[src/rtl/core/bgd_pkg.sv]
// Package for the button gesture detector: gesture codes and register indexes.
package bgd_pkg;

	typedef enum logic [2:0] {
		GS_IDLE         = 3'd0,
		GS_SINGLE       = 3'd1,
		GS_DOUBLE       = 3'd2,
		GS_LONG_RELEASE = 3'd3,
		GS_LONG_HOLD    = 3'd4
	} gesture_t;

	typedef logic [2:0] cfg_index_t;

	localparam cfg_index_t CFG_IDLE_LEVEL      = 3'd0;
	localparam cfg_index_t CFG_DEBOUNCE_MS     = 3'd1;
	localparam cfg_index_t CFG_SHORT_PRESS_MS  = 3'd2;
	localparam cfg_index_t CFG_LONG_PRESS_MS   = 3'd3;
	localparam cfg_index_t CFG_MULTI_WINDOW_MS = 3'd4;

	localparam logic [15:0] DEBOUNCE_RESET     = 16'd50;
	localparam logic [15:0] SHORT_PRESS_RESET  = 16'd300;
	localparam logic [15:0] LONG_PRESS_RESET   = 16'd1000;
	localparam logic [15:0] MULTI_WINDOW_RESET = 16'd400;

	localparam logic [1:0] COUNT_MAX = 2'd3;

endpackage

[src/rtl/core/bgd_poll_if.sv]
// Channel interfaces of the button gesture detector: polls, results and configuration.
interface bgd_poll_if;
	logic        valid;
	logic        ready;
	logic        raw_level;
	logic [31:0] now_ms;

	modport source (output valid, output raw_level, output now_ms, input ready);
	modport sink (input valid, input raw_level, input now_ms, output ready);
endinterface

interface bgd_result_if;
	logic             valid;
	logic             ready;
	bgd_pkg::gesture_t gesture_state;
	logic             single_event;
	logic             double_event;
	logic             long_release_event;
	logic             long_hold_event;
	logic             hold_release_event;

	modport source (output valid, output gesture_state, output single_event,
		output double_event, output long_release_event, output long_hold_event,
		output hold_release_event, input ready);
	modport sink (input valid, input gesture_state, input single_event,
		input double_event, input long_release_event, input long_hold_event,
		input hold_release_event, output ready);
endinterface

interface bgd_cfg_if;
	logic                valid;
	logic                ready;
	bgd_pkg::cfg_index_t index;
	logic [15:0]         data;

	modport source (output valid, output index, output data, input ready);
	modport sink (input valid, input index, input data, output ready);
endinterface

[src/rtl/core/button_gesture_detector.sv]
// Button gesture detector: debounce, press timing and single/double/long gesture report.
// A poll passes through the input register and then the result register; a stalled
// result side holds it back. Throughput: one poll per cycle while results are taken;
// an input register and a result register part the two sides, so a poll is taken while
// a finished result still waits, as long as the input register is empty.
// Reset (arst_n low, asynchronous) clears the pipeline, restores the register
// defaults and returns the press tracking to idle with the stable level released.
module button_gesture_detector (
	input  logic               clk,
	input  logic               arst_n,
	bgd_poll_if.sink           poll,
	bgd_result_if.source       result,
	bgd_cfg_if.sink            cfg
);

	// Configuration registers.
	logic        idle_level_q;
	logic [15:0] debounce_ms_q;
	logic [15:0] short_press_ms_q;
	logic [15:0] long_press_ms_q;
	logic [15:0] multi_window_ms_q;

	assign cfg.ready = 1'b1;

	always_ff @(posedge clk or negedge arst_n) begin
		if (!arst_n) begin
			idle_level_q      <= 1'b1;
			debounce_ms_q     <= bgd_pkg::DEBOUNCE_RESET;
			short_press_ms_q  <= bgd_pkg::SHORT_PRESS_RESET;
			long_press_ms_q   <= bgd_pkg::LONG_PRESS_RESET;
			multi_window_ms_q <= bgd_pkg::MULTI_WINDOW_RESET;
		end else if (cfg.valid) begin
			unique case (cfg.index)
				bgd_pkg::CFG_IDLE_LEVEL:      idle_level_q      <= cfg.data[0];
				bgd_pkg::CFG_DEBOUNCE_MS:     debounce_ms_q     <= cfg.data;
				bgd_pkg::CFG_SHORT_PRESS_MS:  short_press_ms_q  <= cfg.data;
				bgd_pkg::CFG_LONG_PRESS_MS:   long_press_ms_q   <= cfg.data;
				bgd_pkg::CFG_MULTI_WINDOW_MS: multi_window_ms_q <= cfg.data;
				default: ;
			endcase
		end
	end

	// Input register.
	logic        valid_s1;
	logic        level_s1;
	logic [31:0] now_s1;
	logic        advance;

	logic        out_valid_q;

	assign advance    = !out_valid_q || result.ready;
	assign poll.ready = !valid_s1 || advance;

	always_ff @(posedge clk or negedge arst_n) begin
		if (!arst_n) begin
			valid_s1 <= 1'b0;
		end else if (poll.ready) begin
			valid_s1 <= poll.valid;
		end
	end

	always_ff @(posedge clk) begin
		if (poll.valid && poll.ready) begin
			level_s1 <= poll.raw_level;
			now_s1   <= poll.now_ms;
		end
	end

	// Gesture tracking state.
	logic              previous_raw_q;
	logic              stable_level_q;
	logic [31:0]       last_edge_time_q;
	logic              pressed_q;
	logic              held_q;
	logic [31:0]       press_start_time_q;
	logic [1:0]        count_q;
	logic [31:0]       last_short_time_q;
	logic [31:0]       count_set_time_q;
	bgd_pkg::gesture_t reported_q;

	// Next-state values for the poll held in the input register.
	logic [31:0]       edge_time;
	logic              debounced;
	logic              press;
	logic              release_det;
	logic              pressed_n;
	logic [31:0]       press_start_n;
	logic [31:0]       duration;
	logic              short_press;
	logic              in_window;
	logic [1:0]        count_a;
	logic [1:0]        count_n;
	logic [31:0]       short_time_n;
	logic              hold_fire;
	logic              held_a;
	logic              held_n;
	logic              hold_rel;
	logic              expired;
	bgd_pkg::gesture_t state_a;
	bgd_pkg::gesture_t state_b;
	bgd_pkg::gesture_t state_n;
	logic              ev_single;
	logic              ev_double;
	logic              ev_lrel;

	always_comb begin
		edge_time   = (level_s1 != previous_raw_q) ? now_s1 : last_edge_time_q;
		debounced   = ((now_s1 - edge_time) > {16'd0, debounce_ms_q})
			&& (level_s1 != stable_level_q);
		press       = debounced && (level_s1 != idle_level_q) && !pressed_q;
		release_det = debounced && (level_s1 == idle_level_q) && pressed_q;
		pressed_n   = press ? 1'b1 : (release_det ? 1'b0 : pressed_q);
		press_start_n = press ? now_s1 : press_start_time_q;

		duration    = now_s1 - press_start_time_q;
		short_press = release_det && (duration < {16'd0, short_press_ms_q});
		in_window   = (now_s1 - last_short_time_q) < {16'd0, multi_window_ms_q};

		count_a = count_q;
		if (short_press) begin
			if (!in_window) begin
				count_a = 2'd1;
			end else if (count_q != bgd_pkg::COUNT_MAX) begin
				count_a = count_q + 2'd1;
			end
		end
		short_time_n = short_press ? now_s1 : last_short_time_q;

		state_a   = press ? bgd_pkg::GS_IDLE : reported_q;
		ev_single = 1'b0;
		ev_double = 1'b0;
		ev_lrel   = 1'b0;
		if (short_press) begin
			if (count_a == 2'd2) begin
				state_a   = bgd_pkg::GS_DOUBLE;
				ev_double = 1'b1;
			end else if (count_a == bgd_pkg::COUNT_MAX) begin
				// A third or later quick press is reported as a single at once.
				state_a   = bgd_pkg::GS_SINGLE;
				ev_single = 1'b1;
			end
		end else if (release_det && (duration < {16'd0, long_press_ms_q})) begin
			state_a = bgd_pkg::GS_LONG_RELEASE;
			ev_lrel = 1'b1;
		end

		hold_fire = pressed_n && ((now_s1 - press_start_n) > {16'd0, long_press_ms_q})
			&& (state_a != bgd_pkg::GS_LONG_HOLD);
		held_a  = hold_fire || held_q;
		state_b = hold_fire ? bgd_pkg::GS_LONG_HOLD : state_a;

		hold_rel = !pressed_n && held_a;
		held_n   = held_a && !hold_rel;
		if (hold_rel) begin
			state_b = bgd_pkg::GS_IDLE;
		end

		// Once the window has run out, a lone short press is reported as single.
		// A short press in this poll restarts the window, so it cannot expire here.
		expired = !short_press
			&& ((now_s1 - count_set_time_q) > {16'd0, multi_window_ms_q});
		state_n = state_b;
		count_n = count_a;
		if (expired) begin
			if (count_a == 2'd1) begin
				state_n   = bgd_pkg::GS_SINGLE;
				ev_single = 1'b1;
			end
			count_n = 2'd0;
		end
	end

	logic step;
	assign step = valid_s1 && advance;

	always_ff @(posedge clk or negedge arst_n) begin
		if (!arst_n) begin
			previous_raw_q     <= 1'b1;
			stable_level_q     <= 1'b1;
			last_edge_time_q   <= '0;
			pressed_q          <= 1'b0;
			held_q             <= 1'b0;
			press_start_time_q <= '0;
			count_q            <= '0;
			last_short_time_q  <= '0;
			count_set_time_q   <= '0;
			reported_q         <= bgd_pkg::GS_IDLE;
		end else if (step) begin
			previous_raw_q     <= level_s1;
			stable_level_q     <= debounced ? level_s1 : stable_level_q;
			last_edge_time_q   <= edge_time;
			pressed_q          <= pressed_n;
			held_q             <= held_n;
			press_start_time_q <= press_start_n;
			count_q            <= count_n;
			last_short_time_q  <= short_time_n;
			count_set_time_q   <= short_time_n;
			reported_q         <= state_n;
		end
	end

	// Result register.
	bgd_pkg::gesture_t gesture_q;
	logic              single_q;
	logic              double_q;
	logic              lrel_q;
	logic              hold_q;
	logic              hrel_q;

	always_ff @(posedge clk or negedge arst_n) begin
		if (!arst_n) begin
			out_valid_q <= 1'b0;
		end else if (advance) begin
			out_valid_q <= valid_s1;
		end
	end

	always_ff @(posedge clk) begin
		if (step) begin
			gesture_q <= state_n;
			single_q  <= ev_single;
			double_q  <= ev_double;
			lrel_q    <= ev_lrel;
			hold_q    <= hold_fire;
			hrel_q    <= hold_rel;
		end
	end

	assign result.valid              = out_valid_q;
	assign result.gesture_state      = gesture_q;
	assign result.single_event       = single_q;
	assign result.double_event       = double_q;
	assign result.long_release_event = lrel_q;
	assign result.long_hold_event    = hold_q;
	assign result.hold_release_event = hrel_q;

	// A hold can only be flagged while the button is still down.
	a_held_implies_pressed: assert property (@(posedge clk) disable iff (!arst_n)
		held_q |-> pressed_q)
		else $error("held flag set while button is released");

	// A beat leaving the input register always lands in the result register.
	a_step_fills_output: assert property (@(posedge clk) disable iff (!arst_n)
		step |=> out_valid_q)
		else $error("result register empty after a step");

	// Single and double are never reported for the same poll.
	a_single_double_excl: assert property (@(posedge clk) disable iff (!arst_n)
		out_valid_q |-> !(single_q && double_q))
		else $error("single and double raised together");

endmodule

[src/flat_wrapper.sv]
// flat-port wrapper written by rule: the top's interface ports become plain ports
module button_gesture_detector_flat 
  (clk, arst_n, poll_valid, poll_raw_level, poll_now_ms, poll_ready, result_valid, result_gesture_state, result_single_event, result_double_event, result_long_release_event, result_long_hold_event, result_hold_release_event, result_ready, cfg_valid, cfg_index, cfg_data, cfg_ready);
  bgd_poll_if poll_i ();
  bgd_result_if result_i ();
  bgd_cfg_if cfg_i ();
  input  logic clk;
  input  logic arst_n;
  input wire logic [$bits(poll_i.valid)-1:0] poll_valid;
  input wire logic [$bits(poll_i.raw_level)-1:0] poll_raw_level;
  input wire logic [$bits(poll_i.now_ms)-1:0] poll_now_ms;
  output wire logic [$bits(poll_i.ready)-1:0] poll_ready;
  output wire logic [$bits(result_i.valid)-1:0] result_valid;
  output wire logic [$bits(result_i.gesture_state)-1:0] result_gesture_state;
  output wire logic [$bits(result_i.single_event)-1:0] result_single_event;
  output wire logic [$bits(result_i.double_event)-1:0] result_double_event;
  output wire logic [$bits(result_i.long_release_event)-1:0] result_long_release_event;
  output wire logic [$bits(result_i.long_hold_event)-1:0] result_long_hold_event;
  output wire logic [$bits(result_i.hold_release_event)-1:0] result_hold_release_event;
  input wire logic [$bits(result_i.ready)-1:0] result_ready;
  input wire logic [$bits(cfg_i.valid)-1:0] cfg_valid;
  input wire logic [$bits(cfg_i.index)-1:0] cfg_index;
  input wire logic [$bits(cfg_i.data)-1:0] cfg_data;
  output wire logic [$bits(cfg_i.ready)-1:0] cfg_ready;
  assign poll_i.valid = poll_valid;
  assign poll_i.raw_level = poll_raw_level;
  assign poll_i.now_ms = poll_now_ms;
  assign poll_ready = poll_i.ready;
  assign result_valid = result_i.valid;
  assign result_gesture_state = result_i.gesture_state;
  assign result_single_event = result_i.single_event;
  assign result_double_event = result_i.double_event;
  assign result_long_release_event = result_i.long_release_event;
  assign result_long_hold_event = result_i.long_hold_event;
  assign result_hold_release_event = result_i.hold_release_event;
  assign result_i.ready = result_ready;
  assign cfg_i.valid = cfg_valid;
  assign cfg_i.index = cfg_index;
  assign cfg_i.data = cfg_data;
  assign cfg_ready = cfg_i.ready;
  button_gesture_detector u_core (.clk(clk), .arst_n(arst_n), .poll(poll_i), .result(result_i), .cfg(cfg_i));
endmodule
[config.mk]
export PLATFORM = sky130hd
export DESIGN_NAME = button_gesture_detector_flat
export DESIGN_NICKNAME = d
export VERILOG_FILES = /design/src/rtl/core/bgd_pkg.sv /design/src/rtl/core/bgd_poll_if.sv /design/src/rtl/core/button_gesture_detector.sv /design/src/flat_wrapper.sv
export SDC_FILE = /design/constraint.sdc
export NUM_CORES = 1
export LEC_CHECK = 0
export BUFFER_PORTS_ARGS = -buffer_cell sky130_fd_sc_hd__buf_2
export CAP_MARGIN = 20
export CORE_MARGIN = 4
export CORE_UTILIZATION = 60
export DETAILED_ROUTE_END_ITERATION = 10
export HOLD_SLACK_MARGIN = 0.08
export PLACE_DENSITY = 0.81
export SLEW_MARGIN = 0
export SYNTH_ARGS = -nofsm -noshare
export SYNTH_HDL_FRONTEND = slang
export SYNTH_SLANG_ARGS = --single-unit
[constraint.sdc]
create_clock -name clk -period 13.6 [get_ports clk]
set_input_delay 0.68 -clock clk [delete_from_list [all_inputs] [get_ports clk]]
set_output_delay 0.68 -clock clk [all_outputs]
set_load 0.05 [all_outputs]
## After elaboration in Yosys (flattened, before gate mapping)

Cells that the tools add are included.

- Flip-flop bits (word level): 213
- Input port bits: 57
- Output and inout bits: 11
- Word-level logic and storage cells: 103

- Add/subtract/negate cells: 5
- $lt $le $gt $ge: 6
- Eq/ne operators: 13
- Mux-type cells: 24
- Reduce and logical (&&, ||, !) cells: 31

Operators with widths:

| operator | count |
|---|---|
| $sub A32 B32 Y32 | 4 |
| $gt A32 B16 Y1 | 3 |
| $lt A32 B16 Y1 | 3 |
| $mux W32 | 2 |
| $mux W3 | 9 |
| $logic_and A1 B1 Y1 | 14 |
| $reduce_and A2 Y1 | 7 |
| $mux W1 | 9 |
| $mux W2 | 4 |
| $eq A3 B2 Y1 const B | 2 |
| $logic_not A1 Y1 | 6 |
| $eq A2 B2 Y1 const B | 2 |
| $eq A3 B1 Y1 const B | 1 |
| $eq A3 B3 Y1 const B | 1 |
| $logic_not A3 Y1 | 1 |
| $logic_or A1 B1 Y1 | 3 |
| $ne A1 B1 Y1 | 3 |
| $ne A3 B3 Y1 const B | 1 |
| $add A2 B1 Y2 const B | 1 |
| $eq A2 B1 Y1 const B | 1 |
| $ne A2 B2 Y1 const B | 1 |
| $eq A1 B1 Y1 | 1 |

## Longest topological paths before layout

- Depth in word-level cells: 20
- Depth in mapped cells: 62
- Mapped depth without buffers: 56

## Least setup slack after synthesis

No wires, ideal clock.

- Path type: register to register
- Start point: register u_core.level_s1
- End point: register u_core.gesture_q[1] (netlist: u_core.result.gesture_state[1]) (data pin)
- Setup time: 0.169 ns
- Arrival: 10.062 ns
- Data required time: 13.431 ns
- Setup slack: 3.369 ns
- Stages on the path, launching flop included: 58
- Buffers on the path: 8
- Clock period less this slack: 10.231 ns
- Cell sequence: edfxtp_1 -> buf_2 -> xnor2_2 -> buf_2 -> buf_2 -> buf_1 -> nand2_1 -> o21ai_0 -> ha_1 -> inv_1 -> nor2_1 -> a31oi_1 -> o311a_1 -> or2_1 -> buf_2 -> a22oi_1 -> o21bai_1 -> xor2_1 -> [22 not listed] -> buf_2 -> a21o_1 -> a21oi_1 -> xnor2_1 -> ha_1 -> nand3_1 -> nor3_1 -> nand2_1 -> a2111oi_0 -> nand2_1 -> nor4_1 -> nor2_1 -> a32oi_1 -> nor4b_1 -> and4_1 -> or3b_4 -> inv_2 -> nor4_4

- Word-level cells in the longest chain between the ends: 20
- Elaborated cells between the ends (all ways): 40
- Those cells by class: 2 x add/sub; 2 x order compare; 8 x eq/ne; 14 x mux; 14 x reduce/logical

Ends and longest elaborated chain:

| item | RTL line | source |
|---|---|---|
| start, declared | button_gesture_detector.sv:46 | `logic level_s1;` |
| start signal, assigned | button_gesture_detector.sv:65 | `level_s1 <= poll.raw_level;` |
| $ne A1 B1 Y1 (*) | button_gesture_detector.sv:108 | `edge_time = (level_s1 != previous_raw_q) ? now_s1 : last_edge_time_q;` |
| $mux W32 (*) | button_gesture_detector.sv:108 |  |
| via u_core.edge_time[0] | button_gesture_detector.sv:83 | `logic [31:0] edge_time;` |
| $sub A32 B32 Y32 (*) | button_gesture_detector.sv:109 | `debounced = ((now_s1 - edge_time) > {16'd0, debounce_ms_q})` |
| $gt A32 B16 Y1 (*) | button_gesture_detector.sv:109 |  |
| $logic_and A1 B1 Y1 (*) | button_gesture_detector.sv:110 | `&& (level_s1 != stable_level_q);` |
| parallel branches: the longest is 9 deep, another holds $sub A32 B32 Y32 | n/a |  |
| $logic_and A1 B1 Y1 (*) | button_gesture_detector.sv:149 | `&& (state_a != bgd_pkg::GS_LONG_HOLD);` |
| via u_core.hold_fire | button_gesture_detector.sv:95 | `logic hold_fire;` |
| $logic_or A1 B1 Y1 | button_gesture_detector.sv:150 | `held_a = hold_fire \|\| held_q;` |
| $logic_and A1 B1 Y1 | button_gesture_detector.sv:153 | `hold_rel = !pressed_n && held_a;` |
| $mux W3 (*) | button_gesture_detector.sv:155 | `if (hold_rel) begin` |
| $mux W3 | button_gesture_detector.sv:166 | `if (count_a == 2'd1) begin` |
| $mux W3 (*) | button_gesture_detector.sv:165 | `if (expired) begin` |
| via u_core.state_n[1] | button_gesture_detector.sv:102 | `bgd_pkg::gesture_t state_n;` |
| end signal, assigned | button_gesture_detector.sv:221 | `gesture_q <= state_n;` |
| end, declared | button_gesture_detector.sv:204 | `bgd_pkg::gesture_t gesture_q;` |

Mark *: on every way through the listed nets, which the timed path passes.
A chain may end at the register's enable or synchronous reset.

## Worst setup path in the final report

- Start point: register u_core.level_s1
- End point: register u_core.gesture_q[1] (netlist: u_core.result.gesture_state[1]) (data pin)

- Elaborated cells between the ends (all ways): 40
- Those cells by class: 2 x add/sub; 2 x order compare; 8 x eq/ne; 14 x mux; 14 x reduce/logical

RTL lines:

| item | RTL line | source |
|---|---|---|
| $ne A1 B1 Y1 (*) | button_gesture_detector.sv:108 |  |
| $mux W32 (*) | button_gesture_detector.sv:108 |  |
| via u_core.edge_time[0] | button_gesture_detector.sv:83 |  |
| $sub A32 B32 Y32 (*) | button_gesture_detector.sv:109 |  |
| $gt A32 B16 Y1 (*) | button_gesture_detector.sv:109 |  |
| $logic_and A1 B1 Y1 (*) | button_gesture_detector.sv:110 |  |
| $logic_and A1 B1 Y1 (*) (2 in series) | button_gesture_detector.sv:111 | `press = debounced && (level_s1 != idle_level_q) && !pressed_q;` |
| $mux W32 (*) | button_gesture_detector.sv:114 | `press_start_n = press ? now_s1 : press_start_time_q;` |
| via u_core.press_start_n[0] | button_gesture_detector.sv:88 | `logic [31:0] press_start_n;` |
| [3 not listed] | n/a |  |
| $logic_and A1 B1 Y1 (*) | button_gesture_detector.sv:149 |  |
| via u_core.hold_fire | button_gesture_detector.sv:95 |  |
| $logic_or A1 B1 Y1 | button_gesture_detector.sv:150 |  |
| $logic_and A1 B1 Y1 | button_gesture_detector.sv:153 |  |
| $mux W3 (*) | button_gesture_detector.sv:155 |  |
| $mux W3 | button_gesture_detector.sv:166 |  |
| $mux W3 (*) | button_gesture_detector.sv:165 |  |
| via u_core.state_n[1] | button_gesture_detector.sv:102 |  |

The timed path passes the listed nets; every way through them passes the cells marked *.

==> impl_metrics.tcl <==
set metrics [dict create \
    layout_commonest_cell "nand2_1" \
    io_pins 68 \
    critPathLaunch "u_core.level_s1" \
    grt_usage_pct 30.3 \
    finalHoldViolations 0 \
    synth_top_area_share_pct 20.6 \
    layout_common_cells "nand2_1 (222), ha_1 (189), inv_1 (187)" \
    ant_nets 0 \
    hp-class "input port to async pin" \
    swShare_pct 45.0 \
    power_density_mw_per_mm2 207 \
    htreeDepth 1 \
    r2r_start "u_core.level_s1" \
    holdWs_ns 0.164 \
    grt_pass1_wl_microns 83000 \
    drc_errors 0 \
    finalSetupViolations 0 \
    skew_ns 0.0130 \
    firstDrtPassIters 7 \
    synth_area_sq_mm 0.0186 \
    maxCapViolations 0 \
    fp.dieW_microns 184 \
    portBuffers 66 \
    grt_setup_unrepaired "no" \
    area_growth_syn_to_layout_pct 8.81 \
    grt_max_degree 77 \
    ys_seq_area_share_pct 29.9 \
    clk_latency_ns 0.56 \
    antenna_cells 0 \
    power.leakage_uw 0.00912 \
    synth_ff_type "dfrtp_1" \
    synth.distinct_cells 105 \
    cp.arrival_ns 12.40 \
    yosysTopAreaCell "dfrtp_1" \
    crit_path_max_incr_delay_ns 0.75 \
    postCtsSetupBuffers 0 \
    die_area_sq_mm 0.0339 \
    grt_antenna_before_repair 1 \
    criticalPathCategory "flop to flop" \
    final_area_sq_mm 0.0202 \
    clock_tree.root_cell "clkbuf_16" \
    drt_iter0_markers 1281 \
    grt_pass1_vias 16000 \
    synth_edf_count 41 \
    synth_cells 2198 \
    cts_sinks 213 \
    avgSynthCellArea_sq_um 8.46 \
    path_max_fanout 34 \
    cts_resized 0 \
    fin_crit_sh_pct 88.4 \
    placed_cell_area_sq_mm 0.0193 \
    clkSlewWorstSetupHoldPaths_ns 0.06 \
    rrSetupSlack_ns 1.58 \
    tightestPinTransition_ns 0.998 \
    place.gp.congestion 1.03 \
    period_minus_slack_ns 12.02 \
    slew_headroom_pct 33.5 \
    outcome "finished, final reports clean" \
    nNetsFinal 2482 \
    power.clock.fraction_pct 18.4 \
    slowest_stage "o22ai_1" \
    cts_hold_buf 0 \
    fmax_mhz 83.2 \
    ys_ff_latch 213 \
    yosys_warnings 0 \
    ir_worst_vdd_v 0.000133 \
    setup_tns_ns 0 \
    cts_buffers 25 \
    synth-async-reset-ratio_pct 80.8 \
    switchingPower_uw 1880 \
    syn_nets 2447 \
    core_area_sq_mm 0.0306 \
    dp_hpwl_microns 41100 \
    drive_gt1_share_pct 11.5 \
    synth_area_leaders "dfrtp_1 (21%), ha_1 (13%), edfxtp_1 (6.6%)" \
    intPower_uw 2300 \
    comb_power_share_pct 59.8 \
    start_kind "flop" \
    start_util_pct 60.8 \
    routed_via_density 6.34 \
    required_ns 13.98 \
    endpoint_kind "flop" \
    sequentialPowerShare_pct 21.8 \
    report.final.slew_viol_count 0 \
    cp_common_cell "o21ai_0" \
    cts_tree "yes" \
    wire_per_inst_microns 19.7 \
    rr_worst_depth 49 \
    die_y_microns 184 \
    gr-total-overflow 0 \
    fp-row-count 64 \
    vias 16800 \
    clock_path_buffers 3 \
    drt_wl_total_microns 52300 \
]
==> area by class of cell <==
| cell class | instances | area, sq um |
|---|---|---|
| inverter | 189 | 709 |
| sequential | 213 | 5560 |
| timing repair buffer | 82 | 457 |
| tap | 396 | 495 |
| fill | 2494 | 10400 |
| clock inverter | 10 | 208 |
| clock buffer | 36 | 737 |
| multi-input combinational | 1722 | 12100 |
==> flip-flops by register name (all words and copies together), names as in the netlist, 2 cells and up <==
register	count
u_core.short_press_ms_q	16
u_core.count_q	2
u_core.press_start_time_q	32
u_core.reported_q	3
u_core.multi_window_ms_q	16
u_core.debounce_ms_q	16
u_core.now_s1	32
u_core.result.gesture_state	3
u_core.long_press_ms_q	16
u_core.last_edge_time_q	32
u_core.last_short_time_q	32
==> power by group through the flow <==
stage / Combinational (uW) / Clock (uW) / Sequential, uW
finish: 2500 / 771 / 912
global route: 2770 / 808 / 930
CTS: 2450 / 782 / 909
detailed placement: 2430 / 0 / 920
global placement: 2380 / 0 / 912
floorplan: 1860 / 0 / 893
==> synthesized netlist by cell type (all sizes together) (17+ instances only) <==
master / n
nor3: 33
dfstp: 19
dfrtp: 153
a21o: 57
xnor2: 61
o21ai: 188
o21a: 26
inv: 188
a211oi: 28
nand2b: 52
nand4: 33
edfxtp: 41
ha: 189
xor2: 25
a31oi: 22
mux2i: 30
nand3: 42
nor4: 17
clkbuf: 56
buf: 18
o21bai: 27
nor2: 150
mux2: 78
a21oi: 161
nand2: 222
nor2b: 35
==> cells by family after synthesis <==
logic type / Yosys count / synth area share, %
flops: 213 / 29.9
mux: 108 / 6.34
buf+inv: 263 / 5.45
other cells: 1 / 0.0202
compound gates: 642 / 22.3
simple gates: 681 / 18.2
fa+ha+maj: 204 / 13.7
xor+xnor: 86 / 4.13
==> layer usage <==
metal / wire, microns / vias up / part of all wire [%] / GRT usage (%)
met2: 23900 / 682 / 46 / 49.9
met3: 4290 / 110 / 8.2 / 4.10
met5: 14 / - / 0.027 / 0
li1: - / 8014 / - / -
met4: 1340 / 2 / 2.6 / 7.57
met1: 22700 / 7973 / 43 / 42.4
==> metrics by stage <==
stage / power [uW] / std cells / setup slack [ns] / util (%)
2_1_floorplan: 2750 / 2198 / 3.37 / -
3_3_place_gp: 3290 / 2602 / 2.55 / 63.0
3_5_place_dp: 3350 / 2602 / 1.92 / 63.0
4_1_cts: 4140 / 2648 / 1.82 / 66.1
5_1_grt: 4510 / 2648 / 0.885 / 66.1
6_report: 4180 / 2648 / 1.58 / 66.1
==> final timing paths <==
check                                                 end
max                        u_core.result.gesture_state[1]
min                            u_core.short_press_ms_q[6]
max reg2reg                u_core.result.gesture_state[1]
min reg2reg                   u_core.last_edge_time_q[15]
max in group asynchronous     u_core.last_edge_time_q[24]
min in group clk                        u_core.now_s1[13]
==> worst max-delay path, delay by kind of cell, from the launching register on <==
| kind | cells | cell delay [ns] |
|---|---|---|
| AO/OA/AOI/OAI | 20 | 4.78 |
| AND/OR/NAND/NOR | 17 | 3.43 |
| XOR/XNOR | 3 | 0.54 |
| flip-flops | 1 | 0.74 |
| buffers and inverters | 4 | 0.87 |
| adder cells (fa/ha/maj) | 5 | 1.46 |
(Power assumes the default switching activity.)
